`config.mk`:
```
export PLATFORM = sky130hd
export DESIGN_NAME = periodic_task_tick_scheduler
export DESIGN_NICKNAME = d
export VERILOG_FILES = /design/src/rtl/ptts_pkg.sv /design/src/rtl/ptts_div.sv /design/src/rtl/periodic_task_tick_scheduler.sv
export VERILOG_INCLUDE_DIRS = /design/src /design/src/rtl
export SDC_FILE = /design/constraint.sdc
export NUM_CORES = 2
export LEC_CHECK = 0
export BUFFER_PORTS_ARGS = -buffer_cell sky130_fd_sc_hd__buf_2
export CAP_MARGIN = 20
export CORE_UTILIZATION = 45
export DETAILED_ROUTE_END_ITERATION = 7
export PLACE_DENSITY_LB_ADDON = 0.25
export SETUP_SLACK_MARGIN = 0.15
export SYNTH_ARGS = -nofsm -noshare
export SYNTH_HDL_FRONTEND = slang
export SYNTH_SLANG_ARGS = --single-unit
```
`constraint.sdc`:
```
create_clock -name clk -period 31 [get_ports clk]
set_input_delay 3.1 -clock clk [delete_from_list [all_inputs] [get_ports clk]]
set_output_delay 3.1 -clock clk [all_outputs]
set_load 0.02 [all_outputs]
```
`src/rtl/periodic_task_tick_scheduler_assert.svh`:
```
// Assertion macros for the periodic task tick scheduler
`ifndef PERIODIC_TASK_TICK_SCHEDULER_ASSERT_SVH
`define PERIODIC_TASK_TICK_SCHEDULER_ASSERT_SVH

// same-cycle implication, sampled on clk, off during rst
`define PTTS_ASSERT_NOW(label, cond, conseq, msg) \
  label: assert property (@(posedge clk) disable iff (rst) (cond) |-> (conseq)) \
    else $error(msg);

// next-cycle implication, sampled on clk, off during rst
`define PTTS_ASSERT_NEXT(label, cond, conseq, msg) \
  label: assert property (@(posedge clk) disable iff (rst) (cond) |=> (conseq)) \
    else $error(msg);

`endif

```
`src/rtl/ptts_pkg.sv`:
```
// Package: types, codes and constants of the periodic task tick scheduler
`timescale 1ns / 1ps
package ptts_pkg;

  localparam int SLOTS  = 16;
  localparam int SLOT_W = (SLOTS > 1) ? $clog2(SLOTS) : 1;

  localparam logic [2:0] CMD_TICK     = 3'd0;
  localparam logic [2:0] CMD_ADD      = 3'd1;
  localparam logic [2:0] CMD_REMOVE   = 3'd2;
  localparam logic [2:0] CMD_RUN      = 3'd3;
  localparam logic [2:0] CMD_SET_TIME = 3'd4;
  localparam logic [2:0] CMD_RD_TIME  = 3'd5;

  localparam logic [1:0] ST_OK   = 2'd0;
  localparam logic [1:0] ST_NONE = 2'd1;
  localparam logic [1:0] ST_TIME = 2'd2;

  localparam logic [1:0] PH_MILLIS  = 2'd0;
  localparam logic [1:0] PH_SECONDS = 2'd1;
  localparam logic [1:0] PH_MINUTES = 2'd2;
  localparam logic [1:0] PH_HOURS   = 2'd3;

  typedef struct packed {
    logic [2:0]  cmd;
    logic [3:0]  slot;
    logic [15:0] period_in;
    logic [15:0] first_delay;
    logic [7:0]  task_tag_in;
    logic [31:0] time_value;
  } item_t;

  typedef struct packed {
    logic [1:0] status;
    logic [3:0] ready_slot;
    logic [7:0] task_tag_out;
    logic       last;
    logic [9:0] millis;
    logic [5:0] seconds;
    logic [5:0] minutes;
    logic [4:0] hours;
  } result_t;

  typedef struct packed {
    logic        go;
    logic [31:0] dividend;
    logic [9:0]  divisor;
    logic [31:0] magic;
    logic [5:0]  shift;
  } div_req_t;

  typedef struct packed {
    logic        done;
    logic [31:0] quotient;
    logic [9:0]  remainder;
  } div_rsp_t;

  function automatic logic [9:0] time_divisor(logic [1:0] phase);
    logic [9:0] d;
    case (phase)
      PH_MILLIS:  d = 10'd1000;
      PH_SECONDS: d = 10'd60;
      PH_MINUTES: d = 10'd60;
      default:    d = 10'd24;
    endcase
    return d;
  endfunction

  // reciprocal of the divisor, scaled by 2 to the power of time_shift
  function automatic logic [31:0] time_magic(logic [1:0] phase);
    logic [31:0] m;
    case (phase)
      PH_MILLIS:  m = 32'h1062_4DD3;
      PH_SECONDS: m = 32'h8888_8889;
      PH_MINUTES: m = 32'h8888_8889;
      default:    m = 32'hAAAA_AAAB;
    endcase
    return m;
  endfunction

  function automatic logic [5:0] time_shift(logic [1:0] phase);
    logic [5:0] s;
    case (phase)
      PH_MILLIS:  s = 6'd38;
      PH_SECONDS: s = 6'd37;
      PH_MINUTES: s = 6'd37;
      default:    s = 6'd36;
    endcase
    return s;
  endfunction

endpackage

```
`src/rtl/ptts_div.sv`:
```
// Reciprocal-multiply divider of a 32-bit count by a small constant divisor
`timescale 1ns / 1ps
module ptts_div
  import ptts_pkg::*;
(
  input  logic     clk,
  input  logic     rst,
  input  div_req_t req,
  output div_rsp_t rsp
);

  logic        pending;
  logic        done;
  logic [63:0] prod;
  logic [9:0]  low_q;
  logic [9:0]  divisor_q;
  logic [5:0]  shift_q;
  logic [31:0] quotient;
  logic [9:0]  remainder;
  logic [31:0] quot_next;
  logic [19:0] back;

  assign quot_next = 32'(prod >> shift_q);
  assign back      = quot_next[9:0] * divisor_q;

  always_ff @(posedge clk) begin
    if (rst) begin
      pending <= 1'b0;
      done    <= 1'b0;
    end else begin
      pending <= req.go;
      done    <= pending;
    end
  end

  always_ff @(posedge clk) begin
    if (req.go) begin
      prod      <= 64'(req.dividend) * 64'(req.magic);
      low_q     <= req.dividend[9:0];
      divisor_q <= req.divisor;
      shift_q   <= req.shift;
    end
    if (pending) begin
      quotient  <= quot_next;
      remainder <= low_q - back[9:0];
    end
  end

  assign rsp.done      = done;
  assign rsp.quotient  = quotient;
  assign rsp.remainder = remainder;

endmodule

```
`src/rtl/periodic_task_tick_scheduler.sv`:
```
// Top level: task slot table, command sequencer and time readout
//
//  channel  handshake             payload          accepted when
//  command  start / busy          item   (item_t)   start && !busy at clk edge
//  result   strobe                result (result_t) every clk edge with strobe
//
// Add, remove and set time complete at the accepting edge; busy stays low.
// Tick and run walk the slots one per cycle; run stops after the last pending slot.
// Read time runs four divisions, millis to hours, in turn on the shared multiplier.
// Run results follow at most one per cycle; none-ready comes in the cycle after start.
// Synchronous reset clears slot marks, counter and sequencer; results cannot stall.
`timescale 1ns / 1ps
module periodic_task_tick_scheduler
  import ptts_pkg::*;
(
  input  logic    clk,
  input  logic    rst,
  input  logic    start,
  input  item_t   item,
  output logic    busy,
  output logic    strobe,
  output result_t result
);

  typedef enum logic [3:0] {
    S_IDLE = 4'b0001,
    S_TICK = 4'b0010,
    S_RUN  = 4'b0100,
    S_TIME = 4'b1000
  } state_t;

  state_t            state;
  logic [SLOT_W-1:0] idx;
  logic [1:0]        phase;
  logic [SLOTS-1:0]  active;
  logic [SLOTS-1:0]  ready;
  logic [31:0]       ms_count;
  logic [15:0]       slot_period    [SLOTS];
  logic [15:0]       slot_countdown [SLOTS];
  logic [7:0]        slot_tag       [SLOTS];

  logic              accept;
  logic              slot_ok;
  logic [SLOT_W-1:0] add_idx;
  logic              add_ok;
  logic [15:0]       cur_cd;
  logic [15:0]       cur_per;
  logic [15:0]       cd_dec;
  logic              tick_fire;
  logic [SLOTS-1:0]  pend;
  logic [SLOTS-1:0]  higher;
  logic              hit;
  logic              run_last;
  logic              idx_end;
  logic              emit_none;
  logic              emit_run;
  logic              emit_time;
  logic [1:0]        div_phase;
  div_req_t          div_req;
  div_rsp_t          div_rsp;

  assign busy      = state != S_IDLE;
  assign accept    = start && !busy;
  assign slot_ok   = 32'(item.slot) < SLOTS;
  assign add_idx   = SLOT_W'(item.slot);
  assign add_ok    = accept && item.cmd == CMD_ADD && slot_ok && !active[add_idx];
  assign cur_cd    = slot_countdown[idx];
  assign cur_per   = slot_period[idx];
  assign cd_dec    = (cur_cd != 16'd0) ? cur_cd - 16'd1 : 16'd0;
  assign tick_fire = cd_dec == 16'd0;
  assign pend      = active & ready;
  assign higher    = ({SLOTS{1'b1}} << idx) << 1;
  assign hit       = pend[idx];
  assign run_last  = ~|(pend & higher);
  assign idx_end   = idx == SLOT_W'(SLOTS - 1);

  assign emit_none = accept && item.cmd == CMD_RUN && pend == '0;
  assign emit_run  = state == S_RUN && hit;
  assign emit_time = state == S_TIME && div_rsp.done && phase == PH_HOURS;

  assign div_phase        = (state == S_TIME) ? phase + 2'd1 : PH_MILLIS;
  assign div_req.go       = (accept && item.cmd == CMD_RD_TIME) ||
                            (state == S_TIME && div_rsp.done && phase != PH_HOURS);
  assign div_req.dividend = (state == S_TIME) ? div_rsp.quotient : ms_count;
  assign div_req.divisor  = time_divisor(div_phase);
  assign div_req.magic    = time_magic(div_phase);
  assign div_req.shift    = time_shift(div_phase);

  ptts_div u_div (
    .clk (clk),
    .rst (rst),
    .req (div_req),
    .rsp (div_rsp)
  );

  always_ff @(posedge clk) begin
    if (rst) begin
      state    <= S_IDLE;
      idx      <= '0;
      phase    <= PH_MILLIS;
      active   <= '0;
      ready    <= '0;
      ms_count <= '0;
      strobe   <= 1'b0;
    end else begin
      strobe <= emit_none || emit_run || emit_time;
      if (div_req.go) begin
        phase <= div_phase;
      end
      unique case (state)
        S_IDLE: begin
          if (accept) begin
            unique case (item.cmd)
              CMD_TICK: begin
                ms_count <= ms_count + 32'd1;
                idx      <= '0;
                state    <= S_TICK;
              end
              CMD_ADD: begin
                if (add_ok) begin
                  active[add_idx] <= 1'b1;
                  ready[add_idx]  <= 1'b0;
                end
              end
              CMD_REMOVE: begin
                if (slot_ok) begin
                  active[add_idx] <= 1'b0;
                end
              end
              CMD_RUN: begin
                idx <= '0;
                if (pend != '0) begin
                  state <= S_RUN;
                end
              end
              CMD_SET_TIME: begin
                ms_count <= item.time_value;
              end
              CMD_RD_TIME: begin
                state <= S_TIME;
              end
              default: ;
            endcase
          end
        end
        S_TICK: begin
          if (active[idx] && tick_fire) begin
            ready[idx] <= 1'b1;
          end
          idx <= idx + SLOT_W'(1);
          if (idx_end) begin
            state <= S_IDLE;
          end
        end
        S_RUN: begin
          if (hit) begin
            ready[idx] <= 1'b0;
            if (cur_per == 16'd0) begin
              active[idx] <= 1'b0;
            end
          end
          idx <= idx + SLOT_W'(1);
          if (idx_end || (hit && run_last)) begin
            state <= S_IDLE;
          end
        end
        S_TIME: begin
          if (emit_time) begin
            state <= S_IDLE;
          end
        end
        default: state <= S_IDLE;
      endcase
    end
  end

  always_ff @(posedge clk) begin
    if (add_ok) begin
      slot_period[add_idx]    <= item.period_in;
      slot_countdown[add_idx] <= item.first_delay;
      slot_tag[add_idx]       <= item.task_tag_in;
    end
    if (state == S_TICK && active[idx]) begin
      slot_countdown[idx] <= tick_fire ? cur_per : cd_dec;
    end
    if (emit_none) begin
      result <= '{status: ST_NONE, last: 1'b1, default: '0};
    end
    if (emit_run) begin
      result <= '{status: ST_OK, ready_slot: 4'(idx), task_tag_out: slot_tag[idx],
                  last: run_last, default: '0};
    end
    if (state == S_TIME && div_rsp.done) begin
      case (phase)
        PH_MILLIS: begin
          result <= '{status: ST_TIME, last: 1'b1, millis: div_rsp.remainder,
                      default: '0};
        end
        PH_SECONDS: result.seconds <= div_rsp.remainder[5:0];
        PH_MINUTES: result.minutes <= div_rsp.remainder[5:0];
        default:    result.hours   <= div_rsp.remainder[4:0];
      endcase
    end
  end

`include "periodic_task_tick_scheduler_assert.svh"

  `PTTS_ASSERT_NOW(a_dispatch_clears_ready, strobe && result.status == ST_OK,
    !ready[SLOT_W'(result.ready_slot)], "dispatched slot still marked ready")
  `PTTS_ASSERT_NOW(a_time_readout_single, strobe && result.status == ST_TIME,
    result.last && result.hours < 5'd24, "time readout not final or hours out of range")
  `PTTS_ASSERT_NOW(a_none_ready_direct, strobe && result.status == ST_NONE,
    result.last && $past(state == S_IDLE), "none-ready result not issued from idle")
  `PTTS_ASSERT_NEXT(a_tick_walks, accept && item.cmd == CMD_TICK,
    state == S_TICK && idx == '0, "tick did not start the slot walk")

endmodule

```
==> metrics <==
cell depth of the worst setup path=33; clk slew on worst S/H paths=~0.07 ns; routed wire length=171,000 µm; die footprint=roughly 140,000 µm²; Tcrit/Tclk final=35.9%; leading area contributor after synthesis=edfxtp_1; FFs w/ async S/R, synth=0%; routed vias=approximately 39,000; gr usage total=25.4%; Die Y=370 µm; critical path's most frequent cell=fa_1; via/cell ratio=5.62; clock root buffer=clkbuf_16; Netlist cell types=83; H-tree Lvls=3; Comb power frac=22.2%; Synth Area in Adders=~30%; Area after DPL=63,900 µm²; global-route wire length before repair=257,000 µm; ratio of total power to cell area=44.6 nW/µm²; Flop pwr share=a little over two fifths; Synthesis Warnings=0; crit path to=u_div.prod[63]$_DFFE_PP_; Hold Vio Cnt, Final=0; status=finished, final reports clean; syn_area_per_cell=12.4 µm²; CTS tree=done; ys flop type=edfxtp_1; Hold/Removal Path Class=register to register; Critical Path Start Type=register; r2r worst-path depth=33; Cells after DPL=6,717; Leak Pwr=about 29 nW; Max clock buf depth=3; delay of the slowest critical-path stage=0.87 ns; internal reg-to-reg setup slack=19.87 ns; Num Clock Sinks=843; postcts setup bufs=0; endpoints failing setup=0; Fmax=around 90 MHz; Rows=roughly 130; Simple-Gate Fraction of Synth Area=under 10%; share of the synthesized area in the top cell type=35.5%; vias in the first global route=39,838; CP bufs+invs=10; antenna violations before repair=14; most common cell in the netlist=inv_1; non-filler cells, final=6,880; post-route ant nets=0; Fin Hold WS=0.458 ns; Global Route met3 Usage=approximately 4.2%; P_sw=0.851 mW; GPL Wtd Cong=0.966; DRT iter0 DRCs=3,921; Switching Fraction=28.6%; post-synthesis cell area=60,900 µm²; minimum clock period=11.13 ns; Critical Path RT=~31 ns; detailed placement HPWL=129,000 µm; Final Skew=0.0240 ns; initial core utilization=a little under half; Slew @ Worst Pin=1.13 ns; Ports=about 130; global route total overflow=0; worst setup path class=register to register; Seq/Total Area, Yosys=39.5%; CP top delay family=adder cells; First-pass DRT Iterations=6; Clock power frac=roughly 35%; RSZ-0062 raised after global routing=no; Internal=about 2.1 mW; met1 usage=38.0%; Compound-Gate Fraction of Synth Area=5.75%; Layout area overhead=9.59%; largest family of logic cells by synthesized area=adder cells; max_cap viols=0; post-route design area=66,800 µm²; Slew Limit Headroom=24.6%; setup TNS=0 ns; Synth Register Bits=843; Arrival @ worst endpoint=11.52 ns; synth cell count leaders=inv_1 (943), edfxtp_1 (720), fa_1 (620); Cells after Synth=4,910; DIE WIDTH=370 µm; Skew-Pair Late Insertion Delay=0.64 ns; max-slew violations=0; nets@finish=a little over 6,000; IO buf count=125; post-synthesis net count=6,077; top cells by area, synth=edfxtp_1 (35%), fa_1 (20%), ha_1 (9.5%); Setup crit end kind=register; TritonCTS Buffers=81; area of the core=134,000 µm²; EDFF count, synth=720; Post-Synth XOR/XNOR Area=2.23%; Final Power=2.98 mW; capture point of the worst reg-to-reg path=u_div.prod[63]$_DFFE_PP_; Slowest-stage cell, CP=nor2_1; mux cell area share after synthesis=8.67%; CTS Hold Bufs=0; Worst Setup SP=state[1]$_SDFFE_PP0P_; layout cells sized above 1=12.6%; post_cts resized=0; CP max FO=36; # DRC=0; wire length per cell=24.8 µm; grt met2 use=between 30% and 40%; R2R Path Start=state[1]$_SDFFE_PP0P_; VDD IR-drop max=35.7 µV; largest net degree at the start of global routing=78; grt peak-use layer=met2
## worst reg2reg max path, delay by kind of cell (launching register included)
kind | cells | cell delay, ns
DFF | 1 | 0.40
xor gates and xnor gates | 1 | 0.14
and+or+nand+nor | 6 | 2.32
buffers and inverters | 10 | 1.87
adders and majority gates | 10 | 4.57
AOI/OAI and AO/OA | 6 | 1.56
## cell usage in the layout (no fill, tap or decap), types with 17 or more instances in the layout
cell | netlist | routed
inv_1 | 943 | 943
clkinv_1 | 10 | 22
buf_4 | 5 | 88
clkbuf_16 | 0 | 83
xor2_1 | 37 | 37
buf_2 | 14 | 125
edfxtp_1 | 720 | 720
and2_1 | 39 | 39
o21bai_1 | 21 | 21
nand4_1 | 32 | 32
ha_1 | 465 | 463
fa_1 | 620 | 620
a21oi_1 | 144 | 143
a211oi_1 | 27 | 27
nor3_1 | 34 | 32
o21ai_0 | 100 | 99
mux4_2 | 213 | 213
a22o_1 | 21 | 21
nand3_1 | 75 | 75
mux2i_1 | 39 | 38
nand2_1 | 325 | 325
dfxtp_1 | 123 | 118
nand2b_1 | 22 | 22
a21o_1 | 42 | 42
nor2b_1 | 22 | 22
xnor2_1 | 118 | 118
and3_1 | 19 | 19
nor2_1 | 281 | 262
a31oi_1 | 17 | 17
a22oi_1 | 21 | 20
## how the worst min path moves through the flow
stage	start	end	cells past startpoint	slack (ns)
floorplan	u_div.remainder[6]$_DFFE_PP_	result[23]$_DFF_P_	2	0.42
global placement	u_div.remainder[8]$_DFFE_PP_	result[25]$_DFF_P_	2	0.43
detailed placement	u_div.remainder[6]$_DFFE_PP_	result[23]$_DFF_P_	2	0.43
CTS	result[17]$_DFF_P_	result[17]$_DFF_P_	2	0.46
global route	result[40]$_DFF_P_	result[40]$_DFF_P_	2	0.47
finish	result[11]$_DFF_P_	result[11]$_DFF_P_	2	0.46
## area by class of cell
| cell class | instances | area, µm² |
|---|---|---|
| antenna | 5 | 12.5 |
| multi-input combinational | 2938 | 32800 |
| tap | 1768 | 2210 |
| sequential | 843 | 24100 |
| clock buffer | 99 | 2180 |
| inverter | 958 | 3600 |
| clock inverter | 52 | 577 |
| fill | 11717 | 67200 |
| timing repair buffer | 217 | 1350 |
## cell families (layout without fill, tap and decap cells)
kind of cell    after synthesis  count (layout)
simple gates                904             904
fa+ha+maj                  1086            1086
other cells                   0               5
xor+xnor                    155             155
flops                       843             843
mux                         260             260
buf+inv                    1129            1326
compound gates              533             533
## metal layers
layer	share of wire, %	vias up	wire length [µm]
met5	0.020	-	34
met4	3.0	6	5050
met3	8.1	281	13900
met2	44	1592	75200
met1	45	19810	76500
li1	-	16994	-
## power by group through the flow
stage                     registers (mW)  clock network (mW)  logic [mW]
after global placement              1.31                   0       0.650
after CTS                           1.29                1.04       0.662
after floorplan                     1.32                   0       0.457
after global routing                1.29                1.08       0.739
final                               1.29                1.03       0.660
after detailed placement            1.31                   0       0.656
## per-stage QoR
step | setup slack, ns | util (%)
after global placement | 20.14 | 47.7
after detailed placement | 19.99 | 47.7
after global routing | 19.43 | 49.8
final | 19.87 | 49.8
after CTS | 19.93 | 49.8
after floorplan | 20.69 | -
## state kept, by name, indices dropped and copies added (netlist names), 3 cells and up, named ones only
register,flops
idx,4
ms_count,32
ready,16
result,42
slot_countdown,256
slot_period,256
slot_tag,128
state,4
u_div.divisor_q,3
u_div.low_q,10
u_div.prod,28
u_div.quotient,28
u_div.remainder,10
No activity file was read; power rests on OpenSTA's default activity.
